[config.mk]
export PLATFORM = sky130hd
export DESIGN_NAME = ffea_cell
export DESIGN_NICKNAME = d
export VERILOG_FILES = /design/src/hw/rtl/ffea_pkg.sv /design/src/hw/rtl/ffea_cell.sv
export SDC_FILE = /design/constraint.sdc
export NUM_CORES = 1
export LEC_CHECK = 0
export BUFFER_PORTS_ARGS = -buffer_cell sky130_fd_sc_hd__buf_2
export CAP_MARGIN = 10
export CORE_ASPECT_RATIO = 1.2
export CORE_MARGIN = 10
export CORE_UTILIZATION = 39
export DETAILED_ROUTE_END_ITERATION = 7
export PLACE_DENSITY = 0.78
export SYNTH_ARGS = -nofsm -noshare
export SYNTH_HDL_FRONTEND = slang
export SYNTH_SLANG_ARGS = --single-unit
[constraint.sdc]
create_clock -name i_clk -period 2.55 [get_ports i_clk]
set_clock_uncertainty 0.15 [all_clocks]
set_input_delay 0.51 -clock i_clk [delete_from_list [all_inputs] [get_ports i_clk]]
set_output_delay 0.51 -clock i_clk [all_outputs]
set_load 0.02 [all_outputs]
[src/hw/rtl/ffea_pkg.sv]
// Package for the first-fit extent allocator: widths, status codes, cell types.
// No dependencies.
`timescale 1ns / 1ps
`default_nettype none
package ffea_pkg;
    localparam int AddrBits   = 32;
    localparam int ChunkShift = 5;
    localparam int MaxExtents = 64;
    localparam int ChunkBits  = AddrBits - ChunkShift;   // start chunk width
    localparam int LenBits    = ChunkBits + 1;           // length width
    localparam int CntBits    = $clog2(MaxExtents + 1);

    typedef logic [2:0] t_status;
    localparam t_status StOk       = 3'd0;
    localparam t_status StNoFit    = 3'd1;
    localparam t_status StZeroAll  = 3'd2;
    localparam t_status StNullFree = 3'd3;
    localparam t_status StBadFree  = 3'd4;
    localparam t_status StFull     = 3'd5;

    typedef logic [ChunkBits-1:0] t_start;
    typedef logic [LenBits-1:0]   t_len;

    // Command broadcast to every cell in the apply cycle.
    typedef enum logic [3:0] {
        CMD_NONE   = 4'b0001,
        CMD_SHL    = 4'b0010,   // remove at pos: cells > pos take right neighbor
        CMD_SHR    = 4'b0100,   // insert at pos: cells > pos take left neighbor
        CMD_WRITE  = 4'b1000    // write only at pos
    } t_cmd;

    typedef struct packed {
        t_cmd   cmd;
        logic [CntBits-1:0] pos;
        logic   wr_start;       // write start at pos
        t_start start_val;
        logic   wr_len;
        t_len   len_val;
    } t_ctl;

    // What each cell reports upward for the decision.
    typedef struct packed {
        logic fits;     // valid and length >= request
        logic le;       // valid and start <= c
    } t_flag;
endpackage
`default_nettype wire

[src/hw/rtl/ffea_cell.sv]
// One extent cell: holds a start and length, compares against the request,
// and shifts with its neighbors. Uses ffea_pkg.
`timescale 1ns / 1ps
`default_nettype none
module ffea_cell (
    input  wire                     i_clk,
    input  wire  [ffea_pkg::CntBits-1:0] i_idx,
    input  wire  [ffea_pkg::CntBits-1:0] i_count,
    input  wire  ffea_pkg::t_ctl    i_ctl,
    input  wire  ffea_pkg::t_start  i_c,
    input  wire  ffea_pkg::t_len    i_n,
    input  wire  ffea_pkg::t_start  i_left_start,
    input  wire  ffea_pkg::t_len    i_left_len,
    input  wire  ffea_pkg::t_start  i_right_start,
    input  wire  ffea_pkg::t_len    i_right_len,
    output ffea_pkg::t_start        o_start,
    output ffea_pkg::t_len          o_len,
    output ffea_pkg::t_flag         o_flag
);
    import ffea_pkg::*;
    t_start r_start;
    t_len   r_len;
    logic   w_valid;

    assign w_valid = i_idx < i_count;
    assign o_start = r_start;
    assign o_len   = r_len;
    assign o_flag.fits = w_valid && (r_len >= i_n);
    assign o_flag.le   = w_valid && (r_start <= i_c);

    always_ff @(posedge i_clk) begin
        unique case (i_ctl.cmd)
            CMD_SHL: begin
                if (i_idx > i_ctl.pos) begin
                    r_start <= i_right_start;
                    r_len   <= i_right_len;
                end
            end
            CMD_SHR: begin
                if (i_idx > i_ctl.pos) begin
                    r_start <= i_left_start;
                    r_len   <= i_left_len;
                end
            end
            default: ;
        endcase
        if (i_idx == i_ctl.pos && i_ctl.cmd != CMD_NONE) begin
            if (i_ctl.wr_start) r_start <= i_ctl.start_val;
            if (i_ctl.wr_len)   r_len   <= i_ctl.len_val;
        end
    end
endmodule
`default_nettype wire

==> summary.txt, run 1 <==
Outcome
  • Status: finished with violations
  • Failing checks: setup timing

Cells and area
  • Final-stage net count: between 1000 and 1500
  • Layout cells sized above 1: 48.3%
  • FILL cells: ~1100
  • Final Instance Count excl. Fillers: approximately 1000
  • Area delta synth->final: 50.2%

CTS
  • CTS tree: built
  • Longest Clk Path Bufs: 2
  • Root buf cell: clkbuf_16
  • Num CTS Buffers: 5
  • Clk_lat worst skew: 0.29 ns
  • Clk slew on worst S/H paths: 0.08 ns
  • Sink Count: 55
  • CTS H-tree depth: 2

STA
  • Final worst path period share: 112%
  • Final hold viol count: 0
  • Slew @ Worst Pin: between 0.6 and 0.7 ns
  • Unrepaired setup endpoints after global routing: yes
  • WHS: approximately 0.26 ns
  • Final setup viols: 2
  • Period minus WS final: 2.87 ns
  • Final slew viol count: 0
  • Final worst slack: -0.316 ns
  • Max-slew headroom: 55.9%
  • Fmax achieved: 349 MHz

Setup path
  • Setup CP Type: in -> out
  • CP endpoint kind: primary output
  • Critical Path AT: 2.21 ns
  • Required @ worst endpoint: 1.89 ns
  • Maximum net fanout on the critical path: 2
  • Critical Path Start Type: primary input

Yosys
  • Mean Syn Cell Area: 8.24 um^2
  • Top post-synthesis cells by area: dfxtp_1, ha_1, a2bb2oi_1
  • Syn nets: 873
  • Post-synth top area cell: dfxtp_1
  • Async SR Flop Fraction: 0%
  • Synth Area in Simple Gates: 11.3%
  • Yosys warnings: 0
  • Mapped Cells: 557
  • Yosys cell types: 38
  • Post-Synth XOR/XNOR Area: 0%
  • Synth Area in Compound Gates: 35.2%
  • Yosys reg bits: 55
  • Post-synthesis adder-cell area fraction: 18.5%
  • Area of the mapped netlist: 0.00459 mm^2
  • Sequential share of the synthesized area: 24.0%
  • EDFF count, synth: 0
  • Post-synth top area share: 24.0%
  • Cell with the most instances after synthesis: inv_1
  • Top FF cell, synth: dfxtp_1
  • Top post-synthesis cells by count: inv_1, ha_1, nand2_1
  • Multiplexer area fraction after synthesis: 0%
  • Largest family of logic cells by synthesized area: compound AO/OA/AOI/OAI gates

Detailed routing
  • Wire per inst: 17.6 um
  • WL met3: 1830 um
  • Iter 0 DRT Violations: 242
  • DR pass1 iterations: 5
  • DRC viols: 0
  • Total wire length: 18100 um
  • Metal1 wirelength: 6690 um
  • Top routing layer in use: met4
  • Vias/cell: 5.21
  • WL met2: 9190 um
  • DR vias: 5361
  • Antenna Violating Nets Remaining: 0

Floorplan
  • # rows: 43
  • Die area: 0.0165 mm^2
  • Die height: 139 um
  • Io pins: slightly above 300
  • Core area: 0.0116 mm^2
  • Chip Width: 119 um
  • Initial Util: 39.7%

Global route
  • Total GRT Usage: between 20% and 30%
  • Initial antenna violation count: 1
  • Total congestion overflow: 0
  • First-pass GRT wire length: 28000 um
  • Number of global-route vias before repair: roughly 5600
  • Largest net degree at the start of global routing: 39

Power
  • Pleak: 3.53 nW
  • P per Cell Area: 691 mW/mm^2
  • Max VDD drop: approximately 0.38 mV

Place
  • Placed wire-length estimate: 15200 um
  • Final RePlAce weighted congestion: 0.866
  • Placed Cells: 1018
  • PortBufs: 304

Worst hold path
  • Hold WC Path Type: in -> reg

Flow run
  • Max-Cap Viols: 0
==> through the flow <==
step | setup TNS (ns) | power (mW) | util (%) | instance area [um^2] | setup slack (ns)
6_report | -0.583 | 4.76 | 59.6 | 6890 | -0.316
5_1_grt | -0.778 | 5.11 | 59.6 | 6890 | -0.415
3_3_place_gp | -0.788 | 3.75 | 56.5 | 6540 | -0.398
2_1_floorplan | -0.0501 | 2.80 | - | 4670 | -0.0501
3_5_place_dp | -0.877 | 3.82 | 56.5 | 6540 | -0.459
4_1_cts | -0.609 | 4.75 | 59.1 | 6830 | -0.331
==> report_power, final <==
part	switching [mW]	internal, mW	leakage (nW)	total [mW]
clock network	0.332	0.490	0.0869	0.822
registers	0.263	1.18	0.463	1.44
logic	1.32	1.18	2.98	2.50
==> critical path, cell delays in order <==
cell     delay [ns]
buf_2          0.08
inv_1          0.05
ha_4           0.27
and4_4         0.23
nand2_2        0.06
or3_4          0.39
a311o_1        0.35
a21oi_4        0.13
buf_6          0.13
==> path summary, 6_finish.rpt <==
path | cells past startpoint | to | slack, ns | from
min reg2reg | 2 | o_len[5] | 0.39 | o_len[5]
max | 9 | o_flag[1] | -0.32 | i_n[18]
max reg2reg | 3 | o_len[15] | 1.55 | o_len[15]
min | 3 | o_start[12] | 0.26 | i_ctl[41]
==> cells in the final DEF, fill, tap and decap left out, types with 4 or more instances in the layout <==
master       n
ha_1        58
ha_4        10
dfxtp_2      9
nand2_1     66
buf_2      301
a21o_1       8
clkbuf_16    5
buf_4       30
buf_12       7
dfxtp_1     46
a22oi_1     55
a2bb2oi_1   55
nand4_1      6
a211oi_1     4
inv_1       64
a21oi_1     22
nor2_1       8
o21ai_2     28
nand3_1      5
o21ai_0     10
o21ai_1     28
==> state kept, by name, summed over array words and instances (netlist names) <==
name     count
o_len       28
o_start     27
==> per-layer routing <==
metal	GRT usage, %	vias to the layer above
met5	0	-
met4	5.54	0
met3	7.66	25
met2	37.9	254
met1	20.8	2415
li1	-	2667
==> logic make-up (layout without fill, tap and decap cells) <==
family                     Yosys count  after routing
DFF                                 55             55
adders and majority gates           68             68
AOI/OAI and AO/OA                  221            221
buffers and inverters              104            417
other                                0              1
and+or+nand+nor                    109            109
==> what timing repair did <==
item / 4_1_cts / 5_1_grt
gates resized for setup: 27 / 7
endpoints found under the setup margin: 2 / 2
pin swaps: 11 / 0
cloned: 0 / 0
hold buffers: 0 / 0
endpoints found under the hold margin: 0 / 0
buffers inserted: 1 / 0
==> final cells by class <==
type | count | area, um^2 | share of cell area [%]
Tap cell | 157 | 196 | 2.85
Sequential cell | 55 | 1110 | 16.1
Inverter | 69 | 274 | 3.98
Timing Repair Buffer | 340 | 1890 | 27.5
Antenna cell | 1 | 2.50 | 0.0363
Multi-Input combinational cell | 398 | 3240 | 47.0
Clock buffer | 6 | 139 | 2.01
Clock inverter | 2 | 35.0 | 0.508
Note: power is estimated with default switching activity, not from simulation.
==> inputs of run 2 (changes only) <==
Settings changed: CORE_UTILIZATION 39 to 35, PLACE_DENSITY 0.78 to 0.72.
==> run 2 against run 1 <==
The run still ends with setup timing left. Critical path type unchanged. Non-clock buffer count up 1. Largest cell class unchanged. Routed wire length down 0.91%. Global-route usage is 1.8 points lower. Largest power group unchanged. Sequential power hardly changed. First-iteration DRC count shrank 24%. Combinational power barely moved. Hold slack worse by 0.0034 ns. Sequential share of layout area about the same.
==> summary.txt, run 2 (synthesis results as in run 1) <==
Global route
  • Number of global-route vias before repair: 5549 (was 5596)
  • First-pass GRT wire length: 28200 um (was 28000 um)
  • Initial antenna violation count: 0 (was 1)
  • Largest net degree at the start of global routing: 55 (was 39)
  • Total congestion overflow: 0 (unchanged)
  • Total GRT Usage: 18.6% (was 20.5%)

Place
  • Post-Place Setup Slack: -0.482 ns (was -0.459 ns)
  • Placed Cells: 1025 (was 1018)
  • DP Area: 0.00656 mm^2 (was 0.00654 mm^2)
  • PortBufs: 304 (unchanged)
  • Final RePlAce weighted congestion: 0.877 (was 0.866)
  • Placed wire-length estimate: 15100 um (was 15200 um)

Cells and area
  • FILL cells: 1260 (was 1097)
  • Final Instance Count excl. Fillers: 1035 (was 1028)
  • Commonest cells after routing, fill and taps aside: buf_2, nand2_1, inv_1 (unchanged)
  • Final Instance Area: 0.00693 mm^2 (was 0.00689 mm^2)
  • Final Core Density: 54.5% (was 59.6%)
  • # diodes: 0 (was 1)
  • Layout cells sized above 1: 49.1% (was 48.3%)
  • Final-stage net count: 1186 (was 1185)
  • Number of flip-flops in the largest register: 28 (unchanged)
  • Area delta synth->final: 51.0% (was 50.2%)
  • Commonest non-fill, non-tap cell in the layout: buf_2 (unchanged)

Power
  • Pleak: 3.52 nW (was 3.53 nW)
  • Switching power: 1.89 mW (was 1.91 mW)
  • Clock group share of total power: 14.9% (was 17.3%)
  • Combinational power share: 53.7% (was 52.5%)
  • Int Power: 2.74 mW (was 2.85 mW)
  • Max VDD drop: 0.353 mV (was 0.378 mV)
  • P per Cell Area: 669 mW/mm^2 (was 691 mW/mm^2)
  • Sw Share: 40.9% (was 40.1%)
  • Final Power: 4.64 mW (was 4.76 mW)
  • Sequential power share: 31.4% (was 30.3%)

STA
  • Final hold viol count: 0 (unchanged)
  • Unrepaired setup endpoints after global routing: yes (unchanged)
  • Final worst slack: -0.337 ns (was -0.316 ns)
  • Final slew viol count: 0 (unchanged)
  • Fmax achieved: 346 MHz (was 349 MHz)
  • Max-slew headroom: 60.8% (was 55.9%)
  • Final setup viols: 2 (unchanged)
  • Slew @ Worst Pin: 0.582 ns (was 0.654 ns)
  • WHS: 0.253 ns (was 0.256 ns)
  • Period minus WS final: 2.89 ns (was 2.87 ns)
  • Final worst path period share: 113% (was 112%)
  • Fin Setup TNS: -0.598 ns (was -0.583 ns)

CTS
  • CTS H-tree depth: 2 (unchanged)
  • Clk slew on worst S/H paths: 0.08 ns (about the same)
  • Num CTS Buffers: 5 (unchanged)
  • CTS hold repair buffers: 0 (unchanged)
  • Clk_lat worst skew: 0.29 ns (about the same)
  • Sink Count: 55 (unchanged)
  • Longest Clk Path Bufs: 2 (unchanged)
  • Root buf cell: clkbuf_16 (unchanged)
  • CTS tree: built (unchanged)

Detailed routing
  • DR pass1 iterations: 5 (unchanged)
  • Vias/cell: 5.11 (was 5.21)
  • DRC viols: 0 (unchanged)
  • DR vias: 5293 (was 5361)
  • Wire per inst: 17.3 um (was 17.6 um)
  • Total wire length: 17900 um (was 18100 um)
  • Antenna Violating Nets Remaining: 0 (unchanged)
  • Iter 0 DRT Violations: 185 (was 242)

Setup path
  • Critical Path AT: 2.23 ns (was 2.21 ns)
  • Maximum net fanout on the critical path: 2 (unchanged)
  • Critical Path Start Type: primary input (unchanged)
  • Required @ worst endpoint: 1.89 ns (about the same)
  • CP endpoint kind: primary output (unchanged)
  • Setup CP Type: in -> out (unchanged)

Outcome
  • Failing checks: setup timing (unchanged)
  • Status: finished with violations (unchanged)

Worst hold path
  • Hold WC Path Type: in -> reg (unchanged)

Floorplan
  • Die height: 145 um (was 139 um)
  • Io pins: 305 (unchanged)
  • Die area: 0.0181 mm^2 (was 0.0165 mm^2)
  • Core area: 0.0127 mm^2 (was 0.0116 mm^2)
  • Chip Width: 125 um (was 119 um)
  • # rows: 45 (was 43)
  • Initial Util: 36.1% (was 39.7%)

Flow run
  • Max-Cap Viols: 0 (unchanged)
-- run 2: changes by cell type in the layout (fill, tap and decap cells not counted), moves of 2 or more --
cell / before / now
dfxtp_2: 9 / 16
dfxtp_1: 46 / 39
nand2_1: 66 / 68
ha_1: 58 / 54
ha_4: 10 / 14
nand2_2: 2 / 0
-- run 2: worst paths after layout --
path | start | end | slack, ns | cells past startpoint
max | i_n[9] | o_flag[1] | -0.34 | 9
max reg2reg | o_start[21] | o_start[21] | 1.56 | 3
min reg2reg | o_start[16] | o_start[16] | 0.39 | 2
min | i_ctl[34] | o_start[5] | 0.25 | 3
-- run 2: worst max-delay path: stages --
cell and delay, ns:
buf_2 0.07, inv_1 0.06, ha_4 0.26, nand4_1 0.14, buf_4 0.17, or3_4 0.37, a311o_1 0.36, a21oi_4 0.16
buf_6 0.13
-- run 2: power groups by stage --
| stage | sequential [mW] | clock [mW] | combinational, mW |
|---|---|---|---|
| floorplan | 1.77 | 0 | 1.03 |
| global placement | 1.42 | 0 | 2.35 |
| detailed placement | 1.43 | 0 | 2.40 |
| CTS | 1.45 | 0.712 | 2.51 |
| global route | 1.50 | 0.736 | 2.78 |
| finish | 1.46 | 0.691 | 2.49 |
-- run 2: per-layer routing --
layer  GRT usage [%]  part of all wire [%]  vias to the layer above
met5               0                     0                        -
li1                -                     -                     2672
met2            34.7                    53                      199
met1            19.7                    39                     2403
met4            4.32                   1.5                        0
met3            5.82                   7.1                       19
-- run 2: final cells by class --
type | instances | area, um^2 | share of cell area [%]
clock inverters | 2 | 12.5 | 0.181
inverters | 69 | 274 | 3.95
well taps | 164 | 205 | 2.96
clock buffers | 6 | 129 | 1.86
repair buffers | 341 | 1920 | 27.7
flip-flops and latches | 55 | 1120 | 16.2
multi-input cells | 398 | 3270 | 47.2
-- run 2: repair_timing --
action,4_1_cts,5_1_grt
resized for setup,39,5
setup endpoints to repair,2,2
setup buffers,2,0
pin swaps,16,0
gates cloned,0,0
